===== config.mk =====
export PLATFORM = sky130hd
export DESIGN_NAME = iq_frequency_error_discriminator
export DESIGN_NICKNAME = d
export VERILOG_FILES = /design/src/hdl/ifd_pkg.sv /design/src/hdl/ifd_dp.sv /design/src/hdl/ifd_ctrl.sv /design/src/hdl/iq_frequency_error_discriminator.sv
export SDC_FILE = /design/constraint.sdc
export NUM_CORES = 2
export LEC_CHECK = 0
export BUFFER_PORTS_ARGS = -buffer_cell sky130_fd_sc_hd__buf_2
export CORE_MARGIN = 2
export CORE_UTILIZATION = 60
export CTS_CLUSTER_DIAMETER = 80
export DETAILED_ROUTE_END_ITERATION = 6
export PLACE_DENSITY_LB_ADDON = 0.08
export SLEW_MARGIN = 20
export SYNTH_ARGS = -nofsm -noshare
export SYNTH_HDL_FRONTEND = slang
export SYNTH_HIERARCHICAL = 1
export SYNTH_SLANG_ARGS = --single-unit

===== constraint.sdc =====
create_clock -name clock -period 9 [get_ports clock]
set_input_delay 1.35 -clock clock [delete_from_list [all_inputs] [get_ports clock]]
set_output_delay 1.35 -clock clock [all_outputs]
set_load 0.01 [all_outputs]

===== src/hdl/ifd_pkg.sv =====
// Shared constants, types and the CORDIC angle table for the I/Q frequency discriminator.
`timescale 1ns / 1ps
`default_nettype none

package ifd_pkg;

   // Field and register widths
   localparam int SAMPLE_W    = 16;
   localparam int ACC_LEN_W   = 9;
   localparam int ITD_W       = 20;
   localparam int FREQ_W      = 20;
   localparam int MAX_ACC_LEN = 256;
   localparam int CNT_W       = $clog2(MAX_ACC_LEN + 1);
   localparam int ACC_W       = 41;

   // CORDIC sizing: vector grows by the CORDIC gain and the half-turn fold
   localparam int CORDIC_STEPS = 16;
   localparam int STEP_W       = $clog2(CORDIC_STEPS);
   localparam int XY_W         = ACC_W + 3;
   localparam int ANG_W        = 18;
   localparam int TABLE_IDX_W  = 5;

   // Shared multiplier and output rounding
   localparam int MUL_A_W    = ANG_W;
   localparam int MUL_B_W    = ITD_W + 1;
   localparam int PROD_W     = MUL_A_W + MUL_B_W;
   localparam int RND_W      = PROD_W + 1;
   localparam int FRAC_BITS  = 16;
   localparam int SHIFTED_W  = RND_W - FRAC_BITS;
   localparam int ROUND_HALF = 2 ** (FRAC_BITS - 1);
   localparam int FREQ_MAX   = 2 ** (FREQ_W - 1) - 1;
   localparam int FREQ_MIN   = -(2 ** (FREQ_W - 1));

   // Configuration port
   localparam int CSR_INDEX_W = 1;
   localparam int CSR_DATA_W  = 20;
   localparam logic [CSR_INDEX_W-1:0] REG_ACC_LEN       = 1'd0;
   localparam logic [CSR_INDEX_W-1:0] REG_INV_TIME_DIFF = 1'd1;

   // Reset values of the registers
   localparam logic [ACC_LEN_W-1:0] ACC_LEN_RESET = 9'd1;
   localparam logic [ITD_W-1:0]     ITD_RESET     = 20'd256;

   // Multiply-accumulate sequence steps
   localparam logic [STEP_W-1:0] MAC_II   = STEP_W'(0);
   localparam logic [STEP_W-1:0] MAC_QQ   = STEP_W'(1);
   localparam logic [STEP_W-1:0] MAC_IQ   = STEP_W'(2);
   localparam logic [STEP_W-1:0] MAC_QI   = STEP_W'(3);
   localparam logic [STEP_W-1:0] MAC_LAST = STEP_W'(4);
   localparam logic [STEP_W-1:0] ROT_LAST = STEP_W'(CORDIC_STEPS - 1);

   localparam logic signed [ANG_W-1:0] HALF_TURN = ANG_W'(32768);

   typedef enum logic [2:0] {
      ST_IDLE,
      ST_MAC,
      ST_DECIDE,
      ST_ROTATE,
      ST_SCALE,
      ST_EMIT
   } state_type;

   typedef struct packed {
      logic              take_first;
      logic              take_second;
      logic              mac_en;
      logic              decide;
      logic              rotate;
      logic              scale;
      logic              load_rsp;
      logic [STEP_W-1:0] step;
   } cmd_type;

   typedef struct packed {
      logic hit;
   } status_type;

   // atan(2^-s) in units of 2^-16 turn, rounded
   function automatic logic signed [ANG_W-1:0] turn_angle(input logic [TABLE_IDX_W-1:0] idx);
      logic signed [ANG_W-1:0] angle;
      case (idx)
         5'd0:    angle = ANG_W'(8192);
         5'd1:    angle = ANG_W'(4836);
         5'd2:    angle = ANG_W'(2555);
         5'd3:    angle = ANG_W'(1297);
         5'd4:    angle = ANG_W'(651);
         5'd5:    angle = ANG_W'(326);
         5'd6:    angle = ANG_W'(163);
         5'd7:    angle = ANG_W'(81);
         5'd8:    angle = ANG_W'(41);
         5'd9:    angle = ANG_W'(20);
         5'd10:   angle = ANG_W'(10);
         5'd11:   angle = ANG_W'(5);
         5'd12:   angle = ANG_W'(3);
         5'd13:   angle = ANG_W'(1);
         5'd14:   angle = ANG_W'(1);
         default: angle = '0;
      endcase
      return angle;
   endfunction

endpackage

`default_nettype wire


===== src/hdl/ifd_dp.sv =====
// Datapath: sample registers, accumulators, iterative CORDIC, scaling multiply, result register.
`timescale 1ns / 1ps
`default_nettype none

module ifd_dp (
   input  wire logic                                 clock,
   input  wire logic                                 reset,
   input  wire ifd_pkg::cmd_type                     cmd,
   output ifd_pkg::status_type                       status,
   input  wire logic signed [ifd_pkg::SAMPLE_W-1:0]  req_i_sample,
   input  wire logic signed [ifd_pkg::SAMPLE_W-1:0]  req_q_sample,
   input  wire logic                                 csr_we,
   input  wire logic [ifd_pkg::CSR_INDEX_W-1:0]      csr_index,
   input  wire logic [ifd_pkg::CSR_DATA_W-1:0]       csr_data,
   output logic                                      rsp_ready_res,
   output logic signed [ifd_pkg::FREQ_W-1:0]         rsp_freq_err
);

   logic [ifd_pkg::ACC_LEN_W-1:0]          acc_len_ff;
   logic [ifd_pkg::ITD_W-1:0]              itd_ff;
   logic signed [ifd_pkg::SAMPLE_W-1:0]    prev_i_ff, prev_i_in;
   logic signed [ifd_pkg::SAMPLE_W-1:0]    prev_q_ff, prev_q_in;
   logic signed [ifd_pkg::SAMPLE_W-1:0]    cur_i_ff;
   logic signed [ifd_pkg::SAMPLE_W-1:0]    cur_q_ff;
   logic signed [ifd_pkg::ACC_W-1:0]       dot_ff, dot_in;
   logic signed [ifd_pkg::ACC_W-1:0]       cross_ff, cross_in;
   logic [ifd_pkg::CNT_W-1:0]              count_ff, count_in;
   logic [ifd_pkg::CNT_W-1:0]              count_plus;
   logic [ifd_pkg::CNT_W-1:0]              len_eff;
   logic                                   hit;
   logic                                   hit_ff;
   logic                                   zero_ff;
   logic signed [ifd_pkg::XY_W-1:0]        x_ff, x_in;
   logic signed [ifd_pkg::XY_W-1:0]        y_ff, y_in;
   logic signed [ifd_pkg::ANG_W-1:0]       z_ff, z_in;
   logic signed [ifd_pkg::XY_W-1:0]        dot_ext, cross_ext, dx, dy;
   logic signed [ifd_pkg::ANG_W-1:0]       turn;
   logic signed [ifd_pkg::MUL_A_W-1:0]     mul_a;
   logic signed [ifd_pkg::MUL_B_W-1:0]     mul_b;
   logic signed [ifd_pkg::PROD_W-1:0]      mul_p;
   logic signed [ifd_pkg::PROD_W-1:0]      prod_ff;
   logic signed [ifd_pkg::ACC_W-1:0]       prod_ext;
   logic signed [ifd_pkg::RND_W-1:0]       rounded;
   logic signed [ifd_pkg::SHIFTED_W-1:0]   shifted;
   logic signed [ifd_pkg::FREQ_W-1:0]      freq_sat;
   logic                                   rsp_ready_res_ff;
   logic signed [ifd_pkg::FREQ_W-1:0]      rsp_freq_err_ff;

   // Configuration registers
   always_ff @(posedge clock) begin
      if (reset) begin
         acc_len_ff <= ifd_pkg::ACC_LEN_RESET;
         itd_ff     <= ifd_pkg::ITD_RESET;
      end else if (csr_we) begin
         case (csr_index)
            ifd_pkg::REG_ACC_LEN:       acc_len_ff <= csr_data[ifd_pkg::ACC_LEN_W-1:0];
            ifd_pkg::REG_INV_TIME_DIFF: itd_ff     <= csr_data[ifd_pkg::ITD_W-1:0];
            default: ;
         endcase
      end
   end

   // Select operands of the shared multiplier
   always_comb begin
      mul_a = '0;
      mul_b = '0;
      if (cmd.scale) begin
         mul_a = zero_ff ? '0 : z_ff;
         mul_b = $signed({1'b0, itd_ff});
      end else begin
         case (cmd.step)
            ifd_pkg::MAC_II: begin
               mul_a = ifd_pkg::MUL_A_W'(cur_i_ff);
               mul_b = ifd_pkg::MUL_B_W'(prev_i_ff);
            end
            ifd_pkg::MAC_QQ: begin
               mul_a = ifd_pkg::MUL_A_W'(cur_q_ff);
               mul_b = ifd_pkg::MUL_B_W'(prev_q_ff);
            end
            ifd_pkg::MAC_IQ: begin
               mul_a = ifd_pkg::MUL_A_W'(prev_i_ff);
               mul_b = ifd_pkg::MUL_B_W'(cur_q_ff);
            end
            ifd_pkg::MAC_QI: begin
               mul_a = ifd_pkg::MUL_A_W'(cur_i_ff);
               mul_b = ifd_pkg::MUL_B_W'(prev_q_ff);
            end
            default: ;
         endcase
      end
      mul_p = mul_a * mul_b;
   end

   always_ff @(posedge clock) begin
      if (cmd.mac_en || cmd.scale) begin
         prod_ff <= mul_p;
      end
   end

   // Effective length and pair count
   always_comb begin
      if (acc_len_ff == '0) begin
         len_eff = ifd_pkg::CNT_W'(1);
      end else if (acc_len_ff > ifd_pkg::ACC_LEN_W'(ifd_pkg::MAX_ACC_LEN)) begin
         len_eff = ifd_pkg::CNT_W'(ifd_pkg::MAX_ACC_LEN);
      end else begin
         len_eff = ifd_pkg::CNT_W'(acc_len_ff);
      end
      count_plus = count_ff + ifd_pkg::CNT_W'(1);
      hit        = (count_plus >= len_eff);
      count_in   = count_ff;
      if (cmd.decide) begin
         count_in = hit ? '0 : count_plus;
      end
   end

   assign status.hit = hit;

   // Accumulate the product of the previous step; clear after an estimate
   always_comb begin
      prod_ext = ifd_pkg::ACC_W'(prod_ff);
      dot_in   = dot_ff;
      cross_in = cross_ff;
      if (cmd.mac_en) begin
         case (cmd.step)
            ifd_pkg::MAC_QQ,
            ifd_pkg::MAC_IQ:   dot_in   = dot_ff + prod_ext;
            ifd_pkg::MAC_QI:   cross_in = cross_ff + prod_ext;
            ifd_pkg::MAC_LAST: cross_in = cross_ff - prod_ext;
            default: ;
         endcase
      end
      if (cmd.decide && hit) begin
         dot_in   = '0;
         cross_in = '0;
      end
   end

   // Previous sample: direct for a first sample, from the held one after the MAC
   always_comb begin
      prev_i_in = prev_i_ff;
      prev_q_in = prev_q_ff;
      if (cmd.take_first) begin
         prev_i_in = req_i_sample;
         prev_q_in = req_q_sample;
      end else if (cmd.mac_en && cmd.step == ifd_pkg::MAC_LAST) begin
         prev_i_in = cur_i_ff;
         prev_q_in = cur_q_ff;
      end
   end

   always_ff @(posedge clock) begin
      if (reset) begin
         prev_i_ff <= ifd_pkg::SAMPLE_W'(1);
         prev_q_ff <= '0;
         dot_ff    <= '0;
         cross_ff  <= '0;
         count_ff  <= '0;
      end else begin
         prev_i_ff <= prev_i_in;
         prev_q_ff <= prev_q_in;
         dot_ff    <= dot_in;
         cross_ff  <= cross_in;
         count_ff  <= count_in;
      end
   end

   always_ff @(posedge clock) begin
      if (cmd.take_second) begin
         cur_i_ff <= req_i_sample;
         cur_q_ff <= req_q_sample;
      end
   end

   // CORDIC vectoring: fold left half-plane, then one micro-rotation per cycle
   always_comb begin
      dot_ext   = ifd_pkg::XY_W'(dot_ff);
      cross_ext = ifd_pkg::XY_W'(cross_ff);
      dx        = y_ff >>> cmd.step;
      dy        = x_ff >>> cmd.step;
      turn      = ifd_pkg::turn_angle(ifd_pkg::TABLE_IDX_W'(cmd.step));
      x_in      = x_ff;
      y_in      = y_ff;
      z_in      = z_ff;
      if (cmd.decide) begin
         if (dot_ff[ifd_pkg::ACC_W-1]) begin
            x_in = -dot_ext;
            y_in = -cross_ext;
            z_in = cross_ff[ifd_pkg::ACC_W-1] ? -ifd_pkg::HALF_TURN : ifd_pkg::HALF_TURN;
         end else begin
            x_in = dot_ext;
            y_in = cross_ext;
            z_in = '0;
         end
      end else if (cmd.rotate) begin
         if (y_ff[ifd_pkg::XY_W-1]) begin
            x_in = x_ff - dx;
            y_in = y_ff + dy;
            z_in = z_ff - turn;
         end else begin
            x_in = x_ff + dx;
            y_in = y_ff - dy;
            z_in = z_ff + turn;
         end
      end
   end

   always_ff @(posedge clock) begin
      x_ff <= x_in;
      y_ff <= y_in;
      z_ff <= z_in;
      if (cmd.decide) begin
         hit_ff  <= hit;
         zero_ff <= (dot_ff == '0) && (cross_ff == '0);
      end
   end

   // Round to 2^-8 Hz and saturate
   always_comb begin
      rounded = ifd_pkg::RND_W'(prod_ff) + ifd_pkg::RND_W'(ifd_pkg::ROUND_HALF);
      shifted = $signed(rounded[ifd_pkg::RND_W-1:ifd_pkg::FRAC_BITS]);
      if (shifted > $signed(ifd_pkg::SHIFTED_W'(ifd_pkg::FREQ_MAX))) begin
         freq_sat = ifd_pkg::FREQ_W'(ifd_pkg::FREQ_MAX);
      end else if (shifted < $signed(ifd_pkg::SHIFTED_W'(ifd_pkg::FREQ_MIN))) begin
         freq_sat = ifd_pkg::FREQ_W'(ifd_pkg::FREQ_MIN);
      end else begin
         freq_sat = ifd_pkg::FREQ_W'(shifted);
      end
   end

   // Result register
   always_ff @(posedge clock) begin
      if (cmd.load_rsp) begin
         rsp_ready_res_ff <= hit_ff;
         rsp_freq_err_ff  <= hit_ff ? freq_sat : '0;
      end
   end

   assign rsp_ready_res = rsp_ready_res_ff;
   assign rsp_freq_err  = rsp_freq_err_ff;

endmodule

`default_nettype wire


===== src/hdl/ifd_ctrl.sv =====
// Controller: sequences capture, multiply-accumulate, CORDIC, scaling and result handoff.
`timescale 1ns / 1ps
`default_nettype none

module ifd_ctrl (
   input  wire logic                  clock,
   input  wire logic                  reset,
   input  wire logic                  req_valid,
   input  wire logic                  req_kind,
   output logic                       req_stall,
   output logic                       rsp_valid,
   input  wire logic                  rsp_stall,
   output ifd_pkg::cmd_type           cmd,
   input  wire ifd_pkg::status_type   status
);

   ifd_pkg::state_type          state_ff, state_in;
   logic [ifd_pkg::STEP_W-1:0]  step_ff, step_in;
   logic                        rsp_valid_ff, rsp_valid_in;
   logic                        out_free;

   assign out_free = !rsp_valid_ff || !rsp_stall;

   // Next state and step counter
   always_comb begin
      state_in = state_ff;
      step_in  = step_ff;
      case (state_ff)
         ifd_pkg::ST_IDLE: begin
            step_in = '0;
            if (req_valid && req_kind) begin
               state_in = ifd_pkg::ST_MAC;
            end
         end
         ifd_pkg::ST_MAC: begin
            if (step_ff == ifd_pkg::MAC_LAST) begin
               state_in = ifd_pkg::ST_DECIDE;
               step_in  = '0;
            end else begin
               step_in = step_ff + ifd_pkg::STEP_W'(1);
            end
         end
         ifd_pkg::ST_DECIDE: begin
            step_in  = '0;
            state_in = status.hit ? ifd_pkg::ST_ROTATE : ifd_pkg::ST_EMIT;
         end
         ifd_pkg::ST_ROTATE: begin
            if (step_ff == ifd_pkg::ROT_LAST) begin
               state_in = ifd_pkg::ST_SCALE;
               step_in  = '0;
            end else begin
               step_in = step_ff + ifd_pkg::STEP_W'(1);
            end
         end
         ifd_pkg::ST_SCALE: begin
            state_in = ifd_pkg::ST_EMIT;
         end
         ifd_pkg::ST_EMIT: begin
            if (out_free) begin
               state_in = ifd_pkg::ST_IDLE;
            end
         end
         default: begin
            state_in = ifd_pkg::ST_IDLE;
            step_in  = '0;
         end
      endcase
   end

   // Datapath commands and handshake outputs
   always_comb begin
      cmd             = '0;
      cmd.step        = step_ff;
      cmd.take_first  = (state_ff == ifd_pkg::ST_IDLE) && req_valid && !req_kind;
      cmd.take_second = (state_ff == ifd_pkg::ST_IDLE) && req_valid && req_kind;
      cmd.mac_en      = (state_ff == ifd_pkg::ST_MAC);
      cmd.decide      = (state_ff == ifd_pkg::ST_DECIDE);
      cmd.rotate      = (state_ff == ifd_pkg::ST_ROTATE);
      cmd.scale       = (state_ff == ifd_pkg::ST_SCALE);
      cmd.load_rsp    = (state_ff == ifd_pkg::ST_EMIT) && out_free;
      req_stall       = (state_ff != ifd_pkg::ST_IDLE);
   end

   // Result valid: drop on handoff, raise on load
   always_comb begin
      rsp_valid_in = rsp_valid_ff;
      if (rsp_valid_ff && !rsp_stall) begin
         rsp_valid_in = 1'b0;
      end
      if (cmd.load_rsp) begin
         rsp_valid_in = 1'b1;
      end
   end

   always_ff @(posedge clock) begin
      if (reset) begin
         state_ff     <= ifd_pkg::ST_IDLE;
         step_ff      <= '0;
         rsp_valid_ff <= 1'b0;
      end else begin
         state_ff     <= state_in;
         step_ff      <= step_in;
         rsp_valid_ff <= rsp_valid_in;
      end
   end

   assign rsp_valid = rsp_valid_ff;

`ifndef NO_ASSERTIONS
   a_no_overwrite: assert property (@(posedge clock) disable iff (reset)
      cmd.load_rsp |-> !(rsp_valid_ff && rsp_stall))
      else $error("result register overwritten while stalled");

   a_valid_from_emit: assert property (@(posedge clock) disable iff (reset)
      $rose(rsp_valid_ff) |-> ($past(state_ff) == ifd_pkg::ST_EMIT))
      else $error("result valid raised outside emit");

   a_mac_step_range: assert property (@(posedge clock) disable iff (reset)
      (state_ff == ifd_pkg::ST_MAC) |-> (step_ff <= ifd_pkg::MAC_LAST))
      else $error("MAC step out of range");

   a_rotate_done: assert property (@(posedge clock) disable iff (reset)
      (state_ff == ifd_pkg::ST_ROTATE && step_ff == ifd_pkg::ROT_LAST)
         |=> (state_ff == ifd_pkg::ST_SCALE))
      else $error("CORDIC did not finish into scaling");
`endif

endmodule

`default_nettype wire


===== src/hdl/iq_frequency_error_discriminator.sv =====
// Top level of the I/Q frequency error discriminator: controller plus datapath.
//
//   Channel  Direction  Handshake               Payload
//   req      in         req_valid / req_stall   req_kind, req_i_sample, req_q_sample
//   rsp      out        rsp_valid / rsp_stall   rsp_ready_res, rsp_freq_err
//   csr      in         csr_valid / csr_ready   csr_index, csr_data
//
// A first sample is only captured on acceptance. A second sample is accepted, then runs
// the dot and cross terms through the shared multiplier, takes a decision and, when an
// estimate is due, runs the CORDIC_STEPS micro-rotations of the iterative CORDIC and
// one scaling multiply, and last loads the result register.
// Synchronous active-high reset restores config, accumulators, state; no clearing pass.
// A waiting result does not block a new transaction; only the next result waits.
`timescale 1ns / 1ps
`default_nettype none

module iq_frequency_error_discriminator (
   input  wire logic                                 clock,
   input  wire logic                                 reset,
   input  wire logic                                 req_valid,
   output logic                                      req_stall,
   input  wire logic                                 req_kind,
   input  wire logic signed [ifd_pkg::SAMPLE_W-1:0]  req_i_sample,
   input  wire logic signed [ifd_pkg::SAMPLE_W-1:0]  req_q_sample,
   output logic                                      rsp_valid,
   input  wire logic                                 rsp_stall,
   output logic                                      rsp_ready_res,
   output logic signed [ifd_pkg::FREQ_W-1:0]         rsp_freq_err,
   input  wire logic                                 csr_valid,
   output logic                                      csr_ready,
   input  wire logic [ifd_pkg::CSR_INDEX_W-1:0]      csr_index,
   input  wire logic [ifd_pkg::CSR_DATA_W-1:0]       csr_data
);

   ifd_pkg::cmd_type    cmd;
   ifd_pkg::status_type status;

   // Registers accept a write on any cycle
   assign csr_ready = 1'b1;

   ifd_ctrl u_ctrl (
      .clock     (clock),
      .reset     (reset),
      .req_valid (req_valid),
      .req_kind  (req_kind),
      .req_stall (req_stall),
      .rsp_valid (rsp_valid),
      .rsp_stall (rsp_stall),
      .cmd       (cmd),
      .status    (status)
   );

   ifd_dp u_dp (
      .clock         (clock),
      .reset         (reset),
      .cmd           (cmd),
      .status        (status),
      .req_i_sample  (req_i_sample),
      .req_q_sample  (req_q_sample),
      .csr_we        (csr_valid && csr_ready),
      .csr_index     (csr_index),
      .csr_data      (csr_data),
      .rsp_ready_res (rsp_ready_res),
      .rsp_freq_err  (rsp_freq_err)
   );

endmodule

`default_nettype wire


# Yosys cells after proc, flatten, opt, wreduce, memory -nomap -nowiden
# Memory sizes are Yosys's and may differ from the RTL's. A register that Yosys moved wholly into a read port is not among the register bits.
# Index checks and enable logic that the tools add are counted.
# W data, S select, Z words.
[word_totals] regBits=360 mem_bits_ro=224 in_bits=59 output_inout_bits=24 word_cells=135 memories=1
[mem_list] name="(name not given)" words=16 width=14 read_ports=1 rd_ports_with_merged_regs=1 write_ports=0 line_no="ifd_pkg.sv:81" source="case (idx)"
[classes] addsub=14 multipliers=1 n_lt_le_gt_ge=4 eq_ne=14 shifts=2 muxes=41 n_bitwise=2 n_reduce_logical=35
[ops] cell="$mux W44" n=8
[ops] cell="$mux W18" n=7
[ops] cell="$add A44 B44 Y44" n=2
[ops] cell="$neg A41 Y44" n=2
[ops] cell="$sshr A44 B4 Y44" n=2
[ops] cell="$sub A44 B44 Y44" n=2
[ops] cell="$add A41 B39 Y41" n=2
[ops] cell="$logic_not A41 Y1" n=2
[ops] cell="$pmux W41 S2" n=1
[ops] cell="$mux W16" n=4
[ops] cell="$pmux W21 S3" n=1
[ops] cell="$pmux W18 S3" n=1
[ops] cell="$sub A41 B39 Y41" n=1
[ops] cell="$add A39 B17 Y40 const B" n=1
[ops] cell="$mul A18 B21 Y39" n=1
[ops] cell="$mux W9" n=3
[ops] cell="$gt A24 B20 Y1 const B" n=1
[ops] cell="$lt A24 B20 Y1 const B" n=1
[ops] cell="$mux W21" n=1
[ops] cell="$mux W20" n=1
[ops] cell="$mux W19" n=1
[ops] cell="$add A18 B18 Y18" n=1
[ops] cell="$pmux W3 S6" n=1
[ops] cell="$sub A18 B18 Y18" n=1
[ops] cell="29 further kinds" n=65

# Logic depth before layout (Yosys ltp)
[depth] ltp_word=6 ltp_mapped=42 mapped_depth_nobuf=33

# Hierarchy
# Netlist, hierarchy kept.
[modules_own_cells] mod="ifd_dp" instances=1 cells_per_inst=5420 area_per_inst_um2=45728.9 seq_area_each_um2=9048.7
[modules_own_cells] mod="ifd_ctrl" instances=1 cells_per_inst=66 area_per_inst_um2=541.8 seq_area_each_um2=160.2
[modules_own_cells] mod="iq_frequency_error_discriminator" instances=1 cells_per_inst=2 area_per_inst_um2=11.3 seq_area_each_um2=0.0

# Worst setup path after synthesis
# No wires, ideal clock.
[synth_path] path_kind="reg-to-reg" start="register u_ctrl/step_ff[0] in the netlist's numbering" end="register u_dp/prod_ff[38] in the netlist's numbering (data pin)" setup_time_ns=0.259 t_arrival_ns=9.594 t_required_ns=8.741 slack_ns=-0.853 stages_incl_launch_ff=42 path_buffers=11 synth_period_minus_slack_ns=9.853 path_cell_list="dfxtp_1 -> buf_6 -> buf_6 -> buf_6 -> buf_6 -> buf_2 -> buf_4 -> inv_1 -> ha_1 -> clkbuf_1 -> and2_1 -> clkbuf_1 -> clkbuf_1 -> buf_1 -> a222oi_1 -> o21ai_1 -> clkbuf_1 -> nand2_1 -> (+6 left out) -> inv_1 -> fa_1 -> inv_1 -> fa_1 -> inv_1 -> ha_1 -> and4_1 -> or4b_2 -> nand2_1 -> o31a_1 -> o31ai_1 -> o21ai_0 -> a21oi_1 -> o21ai_0 -> o41ai_1 -> o21ai_0 -> a21oi_1 -> xnor2_1"
[synth_via] elab_chain_len=5 word_cells_on_any_way=11 classes_between="1 x mul; 3 x eq/ne; 4 x mux; 3 x reduce/logical"
[synth_rtl] element="start: declaration" line_no="ifd_ctrl.sv:18" source="logic [ifd_pkg::STEP_W-1:0] step_ff, step_in;"
[synth_rtl] element="start signal: assignment" line_no="ifd_ctrl.sv:102" source="step_ff <= step_in;"
[synth_rtl] element="$eq A4 B2 Y1, or another cell as far along" line_no="ifd_dp.sv:71" source="case (cmd.step)"
[synth_rtl] element="$reduce_or A2 Y1 (no line)"
[synth_rtl] element="$pmux W18 S3 / $pmux W21 S3 (equally long branches)" line_no="ifd_dp.sv:71"
[synth_rtl] element="$mux W18 / $mux W21 (equally long branches)" line_no="ifd_dp.sv:67" source="if (cmd.scale) begin"
[synth_rtl] element="$mul A18 B21 Y39 *" line_no="ifd_dp.sv:91" source="mul_p = mul_a * mul_b;"
[synth_rtl] element="via u_dp.mul_p (one bit)" line_no="ifd_dp.sv:40" source="logic signed [ifd_pkg::PROD_W-1:0] mul_p;"
[synth_rtl] element="end signal: assignment" line_no="ifd_dp.sv:96" source="prod_ff <= mul_p;"
[synth_rtl] element="end: declaration" line_no="ifd_dp.sv:41" source="logic signed [ifd_pkg::PROD_W-1:0] prod_ff;"
# Mark *: on every way through the listed nets, which the timed path passes. The rest lies on a longest branch.
# A chain may end at the register's enable or synchronous reset.

# Worst setup path in the final report
[layout_path] start="register u_ctrl/step_ff[1] in the netlist's numbering" end="register u_dp/prod_ff[38] in the netlist's numbering (data pin)"
# The elaborated chain is that of the path after synthesis.

==> metrics.md <==
| Metric | Value |
|---|---|
| Outcome | complete, but fails checks |
| Failing checks | DRC |
| First drt pass iteration count | 7 |
| Crit-path slowest cell | or4b_2 |
| Cell area power density | 164 nW/um2 |
| Boundary Pins | a little over 80 |
| Distinct cell type count after synthesis | 99 |
| Setup Fix Bufs, Post-CTS | 0 |
| Fmax | 117 MHz |
| Final Hold Fails | 0 |
| Final nets | 6185 |
| Worst EP required | 9.36 ns |
| Non-filler cells, final | 6505 |
| WP buf/inv | 7 |
| Slew HR | 0.279 |
| Hold depth | 2 |
| Hold_sp | u_dp/itd_ff[11]$_SDFFE_PP0P_ |
| Via-to-Cell Ratio | 6.16 |
| Clock Tree Buf Depth | 3 |
| Final instance area | 49300 um2 |
| Drt wl/cell | between 20 and 25 um |
| Max Cap Violations | 0 |
| Post-cts resize count | 0 |
| Maximum VDD drop | 0.459 mV |
| Slew @ Worst Pin | 1.08 ns |
| Critical path type | flop to flop |
| Die X | 282 um |
| Worst setup path startpoint | u_ctrl/step_ff[1]$_SDFFE_PP0N_ |
| Die Area | 79400 um2 |
| CP Launch Type | flop |
| Yosys reg bits | 360 |
| N_diodes | 0 |
| Worst EP arrival | 8.90 ns |
| FILL cells | 6655 |
| Fraction of final layout cells sized beyond drive strength 1 | 0.0827 |
| Initial Utilization | 0.607 |
| Final period utilization | 0.949 |
| Main flop type after synthesis | edfxtp_1 |
| Hold buffers post-CTS | 0 |
| Number of global-route vias before repair | 37989 |
| Simple-Gate Fraction of Synth Area | 0.174 |
| Sequential fraction of the synthesis area | 0.199 |
| Synth Instances | roughly 5500 |
| Synth Area in XOR/XNOR | 0.0795 |
| Top cell type by total area after synthesis | fa_1 |
| Via count | 40103 |
| Largest net degree at the start of global routing | between 90 and 100 |
| DIE HEIGHT | 282 um |
| Minimum clock period | 8.54 ns |
| Util after Layout | 0.647 |
| Post-synth top area share | 0.166 |
| RR Endpoint | u_dp/prod_ff[38]$_DFFE_PP_ |
| CP max stage delay | 0.60 ns |
| Max-slew violations | 0 |
| Initial antenna violation count | 4 |
| DR DRC count | 36 |
| Row cnt | about 100 |
| Critical path fanouts, max | 21 |
| Synth area leaders | fa_1 (17%), edfxtp_1 (13%), ha_1 (8.3%) |
| CTS Buf Count | 47 |
| RSZ-0062 raised after global routing | false |
| Final Skew | about 0.034 ns |
| R2R depth | 32 |
| Synth top cells by count | nand2_1 (776), inv_1 (549), a21oi_1 (449), nor2_1 (440), fa_1 (383) |
| First-pass GRT wire length | 215000 um |
| Detailed Place HPWL | ~110000 um |
| TNS Setup | 0 ns |
| Post-synthesis compound-gate area fraction | 0.166 |
| Routed wire length | 138000 um |
| Mapped Avg Cell Area | roughly 8.4 um2 |
| Clock Latency Late Sink | approximately 0.63 ns |
| Cell count along the critical path | 32 |
| Placed Area | 47700 um2 |
| Worst path top cell family by delay | adder cells |
| Reg2reg start | u_ctrl/step_ff[1]$_SDFFE_PP0N_ |
| Async SR Flop Fraction | 0 |
| Hold EP | u_dp/itd_ff[11]$_SDFFE_PP0P_ |
| Clock transition at the registers of the reported paths | 0.06 ns |
| EDFF count, synth | 200 |
| Initial DRC count | 4588 |
| Final setup vio count | 0 |
| Clk root buf | clkbuf_16 |
| Largest family of logic cells by synthesized area | adder cells |
| R2R Setup Slk | between 0.4 and 0.5 ns |
| RD Place Congestion | around 1 |
| Post-route ant nets | 0 |
| Top-count cell post-synth | nand2_1 |
| Post-synthesis mux area share | 0.0638 |
| Leak Pwr | 21.4 nW |
| Post-synthesis adder-cell area fraction | 0.249 |
| Sink Count | between 300 and 400 |
| Worst setup EP type | flop |
| Hold Crit Class | flop to flop |
| Gr usage total | 0.350 |
| Area grow syn2layout | 6.48% |
| CTS tree | built |
| H-tree levels | 2 |
| Placed cells | roughly 6400 |
| Syn. warnings | 6 |
| Cell Area, Synth | 46300 um2 |
| Core footprint | between 70000 and 80000 um2 |
| GRT overflow | 0 |
| Mapped Nets | roughly 6200 |
| I/O Buffers | 81 |
[state kept, by name, indices dropped and copies added, names as in the netlist, 3 cells and up]
name / cells
u_dp/count_ff: 9
u_dp/x_ff: 44
u_dp/acc_len_ff: 9
u_dp/y_ff: 44
u_dp/prev_i_ff: 16
u_ctrl/step_ff: 4
u_dp/prev_q_ff: 16
u_dp/itd_ff: 20
u_dp/prod_ff: 39
u_dp/z_ff: 18
u_dp/cur_i_ff: 16
u_dp/rsp_freq_err: 20
u_dp/cur_q_ff: 16
u_ctrl/state_ff: 3
u_dp/dot_ff: 41
u_dp/cross_ff: 41
[final cells by class]
type | instances | area (um2) | share of cell area
clock buffer | 54 | 1250 | 0.0255
clock inverter | 34 | 357 | 0.00724
inverter | 552 | 2070 | 0.0420
multi-input combinational | 4306 | 34000 | 0.690
sequential | 360 | 9220 | 0.187
tap | 1030 | 1290 | 0.0262
timing repair buffer | 169 | 1080 | 0.0219
[stage by stage]
step	worst slack [ns]	hold slack, ns	power, W
floorplan	0.0138	0.436	0.00497
global placement	0.503	0.444	0.00607
detailed placement	0.436	0.449	0.00610
CTS	0.424	0.457	0.00811
global route	0.0505	0.475	0.00862
finish	0.461	0.458	0.00809
[per-layer routing]
metal  GRT usage  wire [um]
met5           0         27
met4       0.108       4500
met3      0.0709      14800
met2       0.517      59400
met1       0.517      59300
[how the worst max path moves through the flow]
stage                                       to  slack (ns)
floorplan           u_dp/prod_ff[38]$_DFFE_PP_        0.01
global placement    u_dp/prod_ff[38]$_DFFE_PP_        0.50
detailed placement  u_dp/prod_ff[38]$_DFFE_PP_        0.44
CTS                 u_dp/prod_ff[38]$_DFFE_PP_        0.42
global route        u_dp/prod_ff[38]$_DFFE_PP_        0.05
finish              u_dp/prod_ff[38]$_DFFE_PP_        0.46
[cell usage in the layout (no fill, tap or decap), types with 57 or more instances in the layout]
cell type	instances
nand3_1	102
dfxtp_1	155
fa_1	383
inv_1	548
nor2b_1	57
a21oi_1	447
o21ai_0	262
buf_2	81
edfxtp_1	200
and2_1	75
ha_1	307
mux4_2	93
xnor2_1	274
nor3_1	73
nor2_1	435
a21o_1	128
nand2_1	776
buf_4	87
xor2_1	146
[kinds of logic (layout without fill, tap and decap cells)]
group,count (synthesis),after routing
buf+inv,822,809
mux,175,175
fa+ha+maj,690,690
other cells,1,1
compound gates,1244,1244
xor+xnor,420,420
simple gates,1776,1776
flops,360,360
[worst reg2reg max path, delay by kind of cell, from the launching register on]
family | cells | cell delay [ns]
xor gates and xnor gates | 1 | 0.12
and+or+nand+nor | 6 | 1.62
AOI/OAI and AO/OA | 10 | 1.82
buffers and inverters | 7 | 0.77
DFF | 1 | 0.35
adders and majority gates | 8 | 3.65
[power by group]
group / internal, W / switching (W) / leakage, nW / total (W)
clock: 0.00112 / 0.000865 / 0.787 / 0.00198
sequential: 0.00196 / 0.000215 / 3.12 / 0.00218
combinational: 0.00155 / 0.00238 / 17.5 / 0.00393
total: 0.00463 / 0.00346 / 21.4 / 0.00809
Note: power is estimated with default switching activity, not from simulation.
